$ cat src/rtl/bit_field_packet_writer_top_macros.svh
// Assertion macros shared by the bit field packet writer RTL.
`ifndef BIT_FIELD_PACKET_WRITER_TOP_MACROS_SVH
`define BIT_FIELD_PACKET_WRITER_TOP_MACROS_SVH

// same-cycle implication, checked on clk, off during reset
`define BFPW_HOLDS(label, ante, cons, msg) \
	label: assert property (@(posedge clk) disable iff (!arst_n) (ante) |-> (cons)) \
		else $error(msg);

// next-cycle implication, checked on clk, off during reset
`define BFPW_NEXT(label, ante, cons, msg) \
	label: assert property (@(posedge clk) disable iff (!arst_n) (ante) |=> (cons)) \
		else $error(msg);

`endif

$ cat src/rtl/bfpw_pkg.sv
// Types and constants of the bit field packet writer.
`default_nettype none

package bfpw_pkg;

	localparam int BYTE_W    = 8;
	localparam int VALUE_W   = 64;
	localparam int COUNT_W   = 7;
	localparam int INDEX_W   = 10;
	localparam int HEAD_W    = 14;
	localparam int LANE_W    = VALUE_W + BYTE_W;
	localparam logic [COUNT_W-1:0] MAX_FIELD_BITS = 7'd64;

	typedef enum logic {
		FN_APPEND = 1'b0,
		FN_FETCH  = 1'b1
	} func_t;

	typedef struct packed {
		func_t                func;
		logic [VALUE_W-1:0]   field_value;
		logic [COUNT_W-1:0]   bit_count;
		logic [INDEX_W-1:0]   byte_index;
	} in_word_t;

	typedef struct packed {
		logic                 accepted;
		logic [BYTE_W-1:0]    read_byte;
		logic [HEAD_W-1:0]    bit_head;
	} out_word_t;

	// sequencer -> byte lane
	typedef struct packed {
		logic load;
		logic step;
	} lane_ctl_t;

	// byte lane -> sequencer
	typedef struct packed {
		logic [BYTE_W-1:0] byte_out;
		logic              last;
		logic              tail_keep;
	} lane_sts_t;

endpackage

`default_nettype wire

$ cat src/rtl/bfpw_lane.sv
// Byte lane: aligns the field once, then emits one masked byte per step.
`default_nettype none

module bfpw_lane import bfpw_pkg::*; (
	input  wire logic               clk,
	input  wire logic               arst_n,
	input  wire lane_ctl_t          ctl,
	input  wire logic [VALUE_W-1:0] value,
	input  wire logic [COUNT_W-1:0] count,
	input  wire logic [2:0]         off,
	input  wire logic [BYTE_W-1:0]  tail,
	output      lane_sts_t          sts
);

	logic [LANE_W-1:0]  data_q;
	logic [COUNT_W-1:0] left_q;   // bits of the span still to write, tail bits included
	logic               full;
	logic [BYTE_W-1:0]  mask;

	always_ff @(posedge clk or negedge arst_n) begin
		if (!arst_n) begin
			left_q <= '0;
		end else if (ctl.load) begin
			left_q <= COUNT_W'(off) + count;
		end else if (ctl.step) begin
			left_q <= full ? left_q - COUNT_W'(BYTE_W) : '0;
		end
	end

	always_ff @(posedge clk) begin
		if (ctl.load) begin
			data_q <= (LANE_W'(value) << off) | LANE_W'(tail);
		end else if (ctl.step) begin
			data_q <= data_q >> BYTE_W;
		end
	end

	always_comb begin
		full          = left_q >= COUNT_W'(BYTE_W);
		mask          = full ? '1 : ~({BYTE_W{1'b1}} << left_q[2:0]);
		sts.byte_out  = data_q[BYTE_W-1:0] & mask;
		sts.last      = left_q <= COUNT_W'(BYTE_W);
		sts.tail_keep = !full;
	end

endmodule

`default_nettype wire

$ cat config.mk
export PLATFORM = sky130hd
export DESIGN_NAME = bfpw_lane
export DESIGN_NICKNAME = d
export VERILOG_FILES = /design/src/rtl/bit_field_packet_writer_top_macros.svh /design/src/rtl/bfpw_pkg.sv /design/src/rtl/bfpw_lane.sv
export SDC_FILE = /design/constraint.sdc
export NUM_CORES = 1
export LEC_CHECK = 0
export BUFFER_PORTS_ARGS = -buffer_cell sky130_fd_sc_hd__buf_2
export CAP_MARGIN = 5
export CORE_MARGIN = 2
export CORE_UTILIZATION = 30
export CTS_CLUSTER_SIZE = 20
export DETAILED_ROUTE_END_ITERATION = 16
export PLACE_DENSITY = 0.51
export SLEW_MARGIN = 20
export SYNTH_ARGS = -nofsm -noshare
export SYNTH_HDL_FRONTEND = slang
export SYNTH_SLANG_ARGS = --single-unit
$ cat constraint.sdc
create_clock -name clk -period 2.25 [get_ports clk]
set_input_delay 0.1125 -clock clk [delete_from_list [all_inputs] [get_ports clk]]
set_output_delay 0.1125 -clock clk [all_outputs]
set_load 0.005 [all_outputs]
==> summary.txt, run 1 <==
Logic synthesis
  – Mapped Cells: 473
  – Number of enable flip-flop cells after synthesis: 71
  – Net count of the mapped netlist: 564
  – Yosys top cell by area: edfxtp_1
  – Main flop type after synthesis: edfxtp_1
  – Ranking of synthesized cells by area: edfxtp_1, mux4_2, mux2i_1
  – Post-synthesis sequential area ratio: 40.8%
  – Synthesis-stage register bit count: 78
  – Top cells by count, synth: edfxtp_1, nor2_1, a21oi_1
  – Post-Syn Area per Cell: 12.0 sq um
  – Cell variety after synth: 47
  – Ys async rst share: 8.97%
  – Synthesized area: 0.00566 sq mm
  – Yosys warns: 0
  – Top cell type's share of synthesized area: 37.7%

Critical path
  – Worst Setup End Kind: primary output
  – Cells on worst reg2reg path: 7
  – FF-to-FF End: left_q[3]
  – Delay-heaviest family, CP: simple AND/OR/NAND/NOR gates
  – Type of element launching the critical path: register
  – WP buf/inv: 2
  – Slowest-stage cell, CP: or4b_4
  – Largest fanout on the critical path: 8
  – Critical path class: register to primary output
  – Crit. Startpoint: left_q[2]
  – R2r setup slk: 500 ps
  – R2r startpoint: left_q[3]
  – Slowest stage delay, CP: 590 ps
  – Critical path arrival: 1990 ps
  – Critical path cell sequence: or4b_4, o21ai_4, inv_2, a21boi_0, buf_2
  – Critical path required time: 2140 ps

Route
  – DR pass1 iterations: 4
  – Met1 WL: 6.68 mm
  – Met3 WL: 629 um
  – Vias: 4303
  – Wire length on met2: 6.79 mm
  – Vias per cell: 5.45
  – DRC violations left: 0
  – First DRT Iteration DRCs: 271
  – Top sig layer: met4
  – WL/cell: 18.1 um
  – Antenna Nets Post-Route: 0
  – Final wirelength: 14.3 mm

Place
  – Routability congestion estimate: 0.777
  – I/O Buffers: 95
  – Dpl cell area: 0.00638 sq mm
  – Hpwl dp: 10.5 mm

Cells and area
  – Share of cells above drive strength 1: 34.2%
  – Core Util, Final: 36.1%
  – Final Cell Area: 0.00670 sq mm
  – Ant. Diodes: 0
  – Area Growth Syn to Fin: 18.4%
  – Fill cells: 1829
  – Post-layout net count: 642

Clocking
  – Worst-path clk slew: 60 ps
  – CTS HTree Levels: 3
  – Num CTS Buffers: 9
  – Clk root buf: clkbuf_16
  – Clock Sinks: 78
  – CTS Buffer Depth: 2
  – CTS tree: built
  – Clk Latency, worst-skew pair: 340 ps

Pwr
  – Switching Share: 26.7%
  – Lkg Pwr: 2.62 nW
  – Peak supply drop: 0.381 mV
  – Reg power frac: 43.5%
  – Total chip power: 4.30 mW
  – Int Pwr: 3.15 mW
  – PD cells: 642 mW/mm^2
  – Clock share of power: 33.8%
  – Gate power share: 22.8%
  – P_sw: 1.15 mW

Timing
  – Fmax: 475 MHz
  – Total negative slack: 0 ps
  – Rel. slew slack: 47.7%
  – Slew Limit Fails: 0
  – Final setup vio count: 0
  – Setup Skew: 8.00 ps
  – Min cycle time layout: 2100 ps
  – Worst-Margin Slew: 784 ps
  – Final worst-path cycle share: 93.5%
  – Final Hold Fails: 0
  – Unrepaired setup endpoints after global routing: false

Floorplan
  – Core area: 0.0186 sq mm
  – Io pins: 96
  – Die H: 141 um
  – Initial Util: 30.5%
  – Die W: 141 um
  – Row count: 50
  – Full die area: 0.0200 sq mm

Hold path
  – Hold EP: left_q[5]
  – Worst Hold Class: input port to register
  – Worst hold path cell count: 3
  – Hold Crit Start: count[5]

Global route
  – Pin count of the biggest net entering global routing: 82
  – Initial antenna violation count: 0
  – GRT Residual Overflow: 0
  – First-pass GRT wire length: 22.8 mm
  – Vias in the first global route: 4213
  – GRT Util Overall: 14.3%

Run status
  – Status: finished, final reports clean

Job
  – Max cap viols: 0
-- how the worst max path moves through the flow --
stage / end / depth (start not counted)
2_1_floorplan: left_q[6] / 5
3_3_place_gp: sts[4] / 5
3_5_place_dp: sts[6] / 5
4_1_cts: sts[6] / 5
5_1_grt: sts[8] / 5
6_report: sts[6] / 5
-- tightest hold or removal path, stage by stage --
cell     delay [ps]
buf_2           100
xnor2_1         120
a22oi_1          60
-- area by class of cell --
| type | instances | area (sq um) | share of cell area [%] |
|---|---|---|---|
| tap | 234 | 293 | 4.37 |
| clock inverter | 4 | 47.5 | 0.709 |
| timing repair buffer | 107 | 623 | 9.30 |
| sequential | 78 | 2310 | 34.4 |
| inverter | 12 | 45.0 | 0.672 |
| multi-input combinational | 343 | 3140 | 46.8 |
| clock buffer | 12 | 246 | 3.68 |
-- layout by cell type (no fill, tap or decap), drive strengths merged, types with 2 or more instances in the layout --
master / instances
buf: 106
nor2: 71
edfxtp: 71
a21oi: 70
mux2i: 62
mux4: 58
inv: 12
clkbuf: 12
nand2: 11
nor3: 9
o21ai: 8
dfrtp: 7
nand3: 6
a21boi: 4
xnor2: 4
ha: 4
a211oi: 3
nor2b: 3
nand3b: 2
a41oi: 2
a31oi: 2
o31a: 2
nand2b: 2
mux2: 2
a22oi: 2
clkinv: 2
a22o: 2
-- stage by stage --
step | hold WS, ps | std cells | worst slack [ps]
floorplan | -183 | 473 | 417
global placement | -47.1 | 772 | 456
detailed placement | -41.5 | 772 | 432
CTS | 109 | 789 | 67.4
global route | 131 | 790 | 10.9
finish | 121 | 790 | 146
-- registers in the layout, indices dropped and copies added (netlist names) --
name	cells
left_q	7
data_q	71
-- power by group through the flow --
stage	clock, mW	sequential, mW	combinational [mW]
2_1_floorplan	0	1.87	0.676
3_3_place_gp	0	1.90	0.962
3_5_place_dp	0	1.90	0.976
4_1_cts	1.49	1.87	0.985
5_1_grt	1.54	1.89	1.08
6_report	1.45	1.87	0.980
-- logic make-up after synthesis --
family                     synth area share [%]
AOI/OAI and AO/OA                          10.5
buffers and inverters                      3.98
adders and majority gates                  1.24
and+or+nand+nor                            8.29
muxes                                      34.4
xor gates and xnor gates                  0.774
DFF                                        40.8
-- timing repair --
| item | 4_1_cts | 5_1_grt |
|---|---|---|
| hold endpoints to repair | 7 | 0 |
| hold buffers | 1 | 0 |
| endpoints found under the setup margin | 0 | 4 |
| setup buffers | 0 | 1 |
| gates resized for setup | 0 | 2 |
-- layer usage --
| layer | up-vias | global-route usage (%) |
|---|---|---|
| met5 | - | 0 |
| met1 | 2173 | 20.3 |
| met4 | 0 | 3.74 |
| met3 | 12 | 2.40 |
| met2 | 111 | 22.8 |
| li1 | 2007 | - |
No activity file was read; power rests on OpenSTA's default activity.
==> run 2, diff against run 1 <==
--- a/config.mk
+++ b/config.mk
@@ -7,11 +7,14 @@
 export LEC_CHECK = 0
 export BUFFER_PORTS_ARGS = -buffer_cell sky130_fd_sc_hd__buf_2
 export CAP_MARGIN = 5
+export CELL_PAD_IN_SITES_DETAIL_PLACEMENT = 0
+export CELL_PAD_IN_SITES_GLOBAL_PLACEMENT = 2
 export CORE_MARGIN = 2
 export CORE_UTILIZATION = 30
 export CTS_CLUSTER_SIZE = 20
 export DETAILED_ROUTE_END_ITERATION = 16
-export PLACE_DENSITY = 0.51
+export HOLD_SLACK_MARGIN = 0.06
+export PLACE_DENSITY = 0.69
 export SLEW_MARGIN = 20
 export SYNTH_ARGS = -nofsm -noshare
 export SYNTH_HDL_FRONTEND = slang
==> constraint.sdc (replaced) <==
create_clock -name clk -period 2.25 [get_ports clk]
set_input_delay 0.3375 -clock clk [delete_from_list [all_inputs] [get_ports clk]]
set_output_delay 0.3375 -clock clk [all_outputs]
set_load 0.005 [all_outputs]
==> summary.txt, run 2 (synthesized netlist as in run 1, its figures left out) <==
Global route
  – First-pass GRT wire length: 23.1 mm (+1.3%)
  – GRT Residual Overflow: 0 (unchanged)
  – Initial antenna violation count: 0 (unchanged)
  – Pin count of the biggest net entering global routing: 80 (-2.4%)
  – Vias in the first global route: 4291 (+1.9%)
  – GRT Util Overall: 14.8% (+0.46 points)

Critical path
  – Worst Setup End Kind: primary output
  – Largest fanout on the critical path: 6 (-2)
  – Critical path arrival: 1880 ps (-110 ps)
  – Critical path class: register to primary output
  – Critical path required time: 1910 ps (-230 ps)
  – Type of element launching the critical path: register

Pwr
  – Peak supply drop: 0.338 mV (-11%)
  – Int Pwr: 3.02 mW (-4.3%)
  – P_sw: 1.14 mW (-0.88%)
  – Switching Share: 27.4% (+0.70 points)
  – Reg power frac: 44.9% (+1.4 points)
  – Clock share of power: 30.9% (-2.9 points)
  – Gate power share: 24.2% (+1.4 points)
  – PD cells: 618 mW/mm^2 (-3.7%)
  – Lkg Pwr: 2.63 nW (+0.40%)

Timing
  – Worst hold margin: 335 ps (+214 ps)
  – Final Hold Fails: 0 (unchanged)
  – Final setup vio count: 0 (unchanged)
  – Slew Limit Fails: 0 (unchanged)
  – Final worst-path cycle share: 98.6% (+5.1 points)
  – Unrepaired setup endpoints after global routing: true
  – Worst-Margin Slew: 548 ps (-236 ps)
  – Fmax: 451 MHz (-5.2%)
  – Rel. slew slack: 63.4% (+16 points)
  – Min cycle time layout: 2220 ps (+116 ps)
  – Setup Skew: 3.77 ps (-4.23 ps)

Route
  – Met3 WL: 647 um (+2.9%)
  – Vias per cell: 5.36 (-1.5%)
  – DR pass1 iterations: 6 (+2)
  – Vias: 4249 (-1.3%)
  – Antenna Nets Post-Route: 0 (unchanged)
  – Top sig layer: met4
  – Wire length on met2: 6.64 mm (-2.3%)
  – WL/cell: 18.2 um (+0.73%)
  – Final wirelength: 14.4 mm (+0.98%)
  – First DRT Iteration DRCs: 314 (+16%)
  – DRC violations left: 0 (unchanged)
  – Met1 WL: 6.80 mm (+1.8%)

Run status
  – Status: finished, final reports clean

Cells and area
  – Top reg by flops: data_q
  – Post-layout net count: 645 (+0.47%)
  – Area Growth Syn to Fin: 18.8%
  – Area occupied by multi-input gates: 0.00316 sq mm (+0.68%)
  – Max reg flops: 71 (unchanged)
  – Most frequent cells in the layout: buf_2, edfxtp_1, nor2_1
  – Commonest non-fill, non-tap cell in the layout: buf_2
  – Non-Filler Instances: 792 (+0.25%)
  – Ant. Diodes: 0 (unchanged)
  – Biggest regs: data_q: 71 flops, left_q: 7 flops
  – Storage element area: 0.00231 sq mm (about the same)
  – Fill cells: 1833 (+0.22%)
  – Share of cells above drive strength 1: 34.4% (+0.24 points)

Floorplan
  – Die H: 141 um (unchanged)
  – Initial Util: 30.5% (unchanged)
  – Core area: 0.0186 sq mm (unchanged)
  – Io pins: 96 (unchanged)
  – Row count: 50 (unchanged)
  – Die W: 141 um (unchanged)
  – Full die area: 0.0200 sq mm (unchanged)

Place
  – Hpwl dp: 10.5 mm (about the same)
  – Routability congestion estimate: 0.777 (about the same)
  – I/O Buffers: 95 (unchanged)
  – Dpl cells: 772 (unchanged)

Clocking
  – Clock Sinks: 78 (unchanged)
  – Clk Latency, worst-skew pair: 340 ps (about the same)
  – CTS tree: built
  – Clk root buf: clkbuf_16
  – CTS HTree Levels: 3 (unchanged)
  – Worst-path clk slew: 60 ps (about the same)
  – Num CTS Buffers: 9 (unchanged)
  – CTS Buffer Depth: 2 (unchanged)

Hold path
  – Worst Hold Class: input port to register

Job
  – Max cap viols: 0 (unchanged)
run 2: final timing paths:
check	from	endpoint	slack, ps	cells after the start
max in group asynchronous	arst_n	left_q[0]	1730	2
min	tail[1]	data_q[1]	340	3
max reg2reg	left_q[5]	left_q[4]	500	6
min in group asynchronous	arst_n	left_q[5]	370	2
min reg2reg	data_q[45]	data_q[37]	560	2
max	left_q[5]	sts[8]	30	5
run 2: worst max-delay path: stages (launching register included):
cell and delay (ps):
dfrtp_1 380, or4b_4 570, o21ai_4 230, inv_2 90, a21boi_1 140, buf_2 140
run 2: area by class of cell:
class                   instances  share of cell area (%)
clock buffers                  12                    3.52
multi-input cells             343                    47.0
flip-flops and latches         78                    34.3
repair buffers                110                    9.97
well taps                     234                    4.35
inverters                      12                   0.670
clock inverters                 3                   0.186
run 2: power groups by stage:
stage | Combinational, mW | Sequential [mW] | Clock, mW
after CTS | 1.01 | 1.87 | 1.33
after detailed placement | 0.987 | 1.90 | 0
after global placement | 0.981 | 1.90 | 0
after global routing | 1.11 | 1.89 | 1.37
after floorplan | 0.676 | 1.87 | 0
final | 1.00 | 1.87 | 1.28
run 2: what timing repair did:
action | CTS | global route
hold buffers | 1 | 0
pin swaps | 1 | 2
gates cloned | 0 | 0
resized for setup | 3 | 7
endpoints found under the setup margin | 5 | 7
buffers inserted | 2 | 2
hold endpoints to repair | 7 | 0
run 2: metal layers:
layer | GRT usage [%] | vias up
li1 | - | 2016
met1 | 20.9 | 2098
met2 | 22.9 | 117
met3 | 2.06 | 18
met4 | 5.95 | 0
met5 | 0 | -
run 2: through the flow:
| stage | util [%] | instance area (sq um) | TNS, ps | worst slack, ps | power [mW] |
|---|---|---|---|---|---|
| 5_1_grt | 36.2 | 6720 | -128 | -51.9 | 4.37 |
| 2_1_floorplan | - | 5660 | 0 | 192 | 2.55 |
| 3_5_place_dp | 34.5 | 6410 | 0 | 274 | 2.89 |
| 4_1_cts | 36.0 | 6690 | -13.9 | -13.9 | 4.20 |
| 6_report | 36.2 | 6720 | 0 | 30.7 | 4.15 |
| 3_3_place_gp | 34.5 | 6410 | 0 | 237 | 2.88 |
==> run 3, diff against run 2 <==
--- a/config.mk
+++ b/config.mk
@@ -10,11 +10,11 @@
 export CELL_PAD_IN_SITES_DETAIL_PLACEMENT = 0
 export CELL_PAD_IN_SITES_GLOBAL_PLACEMENT = 2
 export CORE_MARGIN = 2
-export CORE_UTILIZATION = 30
+export CORE_UTILIZATION = 38
 export CTS_CLUSTER_SIZE = 20
 export DETAILED_ROUTE_END_ITERATION = 16
 export HOLD_SLACK_MARGIN = 0.06
-export PLACE_DENSITY = 0.69
+export PLACE_DENSITY = 0.84
 export SLEW_MARGIN = 20
 export SYNTH_ARGS = -nofsm -noshare
 export SYNTH_HDL_FRONTEND = slang
==> summary.txt, run 3 (synthesized netlist as in run 1, its figures left out) <==
Timing
  – Unrepaired setup endpoints after global routing: true
  – Slew Limit Fails: 0 (unchanged)
  – Final setup vio count: 0 (unchanged)
  – Setup Skew: 4.95 ps (+1.17 ps)
  – Worst hold margin: 339 ps (+3.39 ps)
  – Fmax: 454 MHz (+0.86%)
  – Final Hold Fails: 0 (unchanged)
  – Total negative slack: 0 ps (unchanged)
  – Min cycle time layout: 2200 ps (-18.9 ps)
  – Rel. slew slack: 60.7% (-2.7 points)
  – Worst-Margin Slew: 589 ps (+40.8 ps)
  – Final worst-path cycle share: 97.8% (-0.84 points)

Critical path
  – Slowest-stage cell, CP: or4b_4
  – Critical path required time: 1910 ps (about the same)
  – Critical path arrival: 1860 ps (-20 ps)
  – Type of element launching the critical path: register
  – Delay-heaviest family, CP: simple AND/OR/NAND/NOR gates
  – Critical path class: register to primary output
  – WP buf/inv: 2 (unchanged)
  – R2r setup slk: 500 ps (about the same)
  – Worst Setup End Kind: primary output
  – Critical path cell sequence: or4b_4, o21ai_4, inv_2, a21boi_1, buf_2
  – Slowest stage delay, CP: 570 ps (about the same)
  – Largest fanout on the critical path: 6 (unchanged)

Cells and area
  – Ant. Diodes: 0 (unchanged)
  – Commonest non-fill, non-tap cell in the layout: buf_2
  – Biggest regs: data_q: 71 flops, left_q: 7 flops
  – Area Growth Syn to Fin: 18.2%
  – Max reg flops: 71 (unchanged)
  – Core Util, Final: 46.0% (+9.9 points)
  – Most frequent cells in the layout: buf_2, edfxtp_1, nor2_1
  – Top reg by flops: data_q
  – Share of cells above drive strength 1: 34.4% (unchanged)
  – Post-layout net count: 644 (-0.16%)

Run status
  – Status: finished, final reports clean

Pwr
  – Gate power share: 23.4% (-0.8 points)
  – Total chip power: 4.27 mW (+2.8%)
  – Switching Share: 26.7% (-0.64 points)
  – Peak supply drop: 0.354 mV (+4.7%)
  – Int Pwr: 3.13 mW (+3.7%)
  – P_sw: 1.14 mW (+0.37%)
  – Reg power frac: 43.7% (-1.2 points)
  – PD cells: 638 mW/mm^2 (+3.3%)
  – Clock share of power: 33.0% (+2.1 points)
  – Lkg Pwr: 2.64 nW (+0.30%)

Route
  – Antenna Nets Post-Route: 0 (unchanged)
  – Final wirelength: 13.9 mm (-3.6%)
  – Vias: 4282 (+0.78%)
  – DR pass1 iterations: 4 (-2)
  – WL/cell: 18.7 um (+2.9%)
  – Vias per cell: 5.77 (+7.6%)
  – DRC violations left: 0 (unchanged)
  – First DRT Iteration DRCs: 306 (-2.5%)

Clocking
  – Num CTS Buffers: 9 (unchanged)
  – Clock Sinks: 78 (unchanged)
  – Clk Latency, worst-skew pair: 340 ps (about the same)
  – Worst-path clk slew: 50 ps (about the same)
  – Clk root buf: clkbuf_16
  – CTS Buffer Depth: 2 (unchanged)
  – CTS HTree Levels: 3 (unchanged)
  – CTS tree: built

Global route
  – Pin count of the biggest net entering global routing: 104 (+30%)
  – GRT Util Overall: 18.0% (+3.3 points)
  – Initial antenna violation count: 0 (unchanged)
  – GRT Residual Overflow: 0 (unchanged)
  – Vias in the first global route: 4339 (+1.1%)
  – First-pass GRT wire length: 23.0 mm (-0.54%)

Floorplan
  – Die W: 126 um (-11%)
  – Initial Util: 38.9% (+8.5 points)
  – Full die area: 0.0159 sq mm (-20%)
  – Die H: 126 um (-11%)
  – Io pins: 96 (unchanged)
  – Core area: 0.0145 sq mm (-22%)
  – Row count: 44 (-12%)

Hold path
  – Worst Hold Class: input port to register

Place
  – I/O Buffers: 95 (unchanged)
  – Hpwl dp: 9.88 mm (-5.9%)
  – Routability congestion estimate: 0.763 (-1.8%)

Job
  – Max cap viols: 0 (unchanged)
==> run 3: through the flow <==
step,instances,setup WS (ps),area [sq um]
2_1_floorplan,473,192,5660
3_3_place_gp,722,332,6360
3_5_place_dp,722,261,6360
4_1_cts,741,9.82,6680
5_1_grt,742,-26.1,6690
6_report,742,49.6,6690
==> run 3: layer usage <==
metal / global-route usage, % / vias up / share of wire, %
met5: 0 / - / 0
met4: 5.30 / 0 / 1.5
met3: 2.68 / 13 / 5.5
met2: 28.8 / 122 / 49
met1: 25.6 / 2137 / 44
li1: - / 2010 / -
==> run 3: final cells by class <==
type	instances	area, sq um
clock buffer	10	229
clock inverter	6	52.6
fill	1375	7840
inverter	12	45.0
multi-input combinational	343	3150
sequential	78	2310
tap	184	230
timing repair buffer	109	676
==> run 3: final timing paths <==
kind / from / end / cells past startpoint
min in group asynchronous: arst_n / left_q[4] / 2
worst max-delay path: left_q[5] / sts[6] / 5
worst max register to register: left_q[5] / left_q[6] / 5
worst min register to register: data_q[36] / data_q[28] / 2
max in group asynchronous: arst_n / left_q[1] / 2
worst min-delay path: count[5] / left_q[5] / 3
==> run 3: worst min-delay path, delay by kind of cell <==
family,cells,cell delay (ps)
buffers and inverters,1,100
XOR/XNOR,1,120
AO/OA/AOI/OAI,1,60
==> run 3: repair_timing <==
item / CTS / global route
endpoints found under the setup margin: 5 / 5
resized for setup: 3 / 6
hold buffers: 1 / 0
setup buffers: 2 / 1
hold endpoints to repair: 7 / 0
pin swaps: 1 / 3
==> run 3: power by group through the flow <==
stage          Clock, mW  Combinational, mW  Sequential [mW]
3_3_place_gp           0              0.966             1.89
4_1_cts             1.44              0.999             1.87
5_1_grt             1.50               1.10             1.88
2_1_floorplan          0              0.676             1.87
3_5_place_dp           0              0.980             1.89
6_report            1.41              0.998             1.86
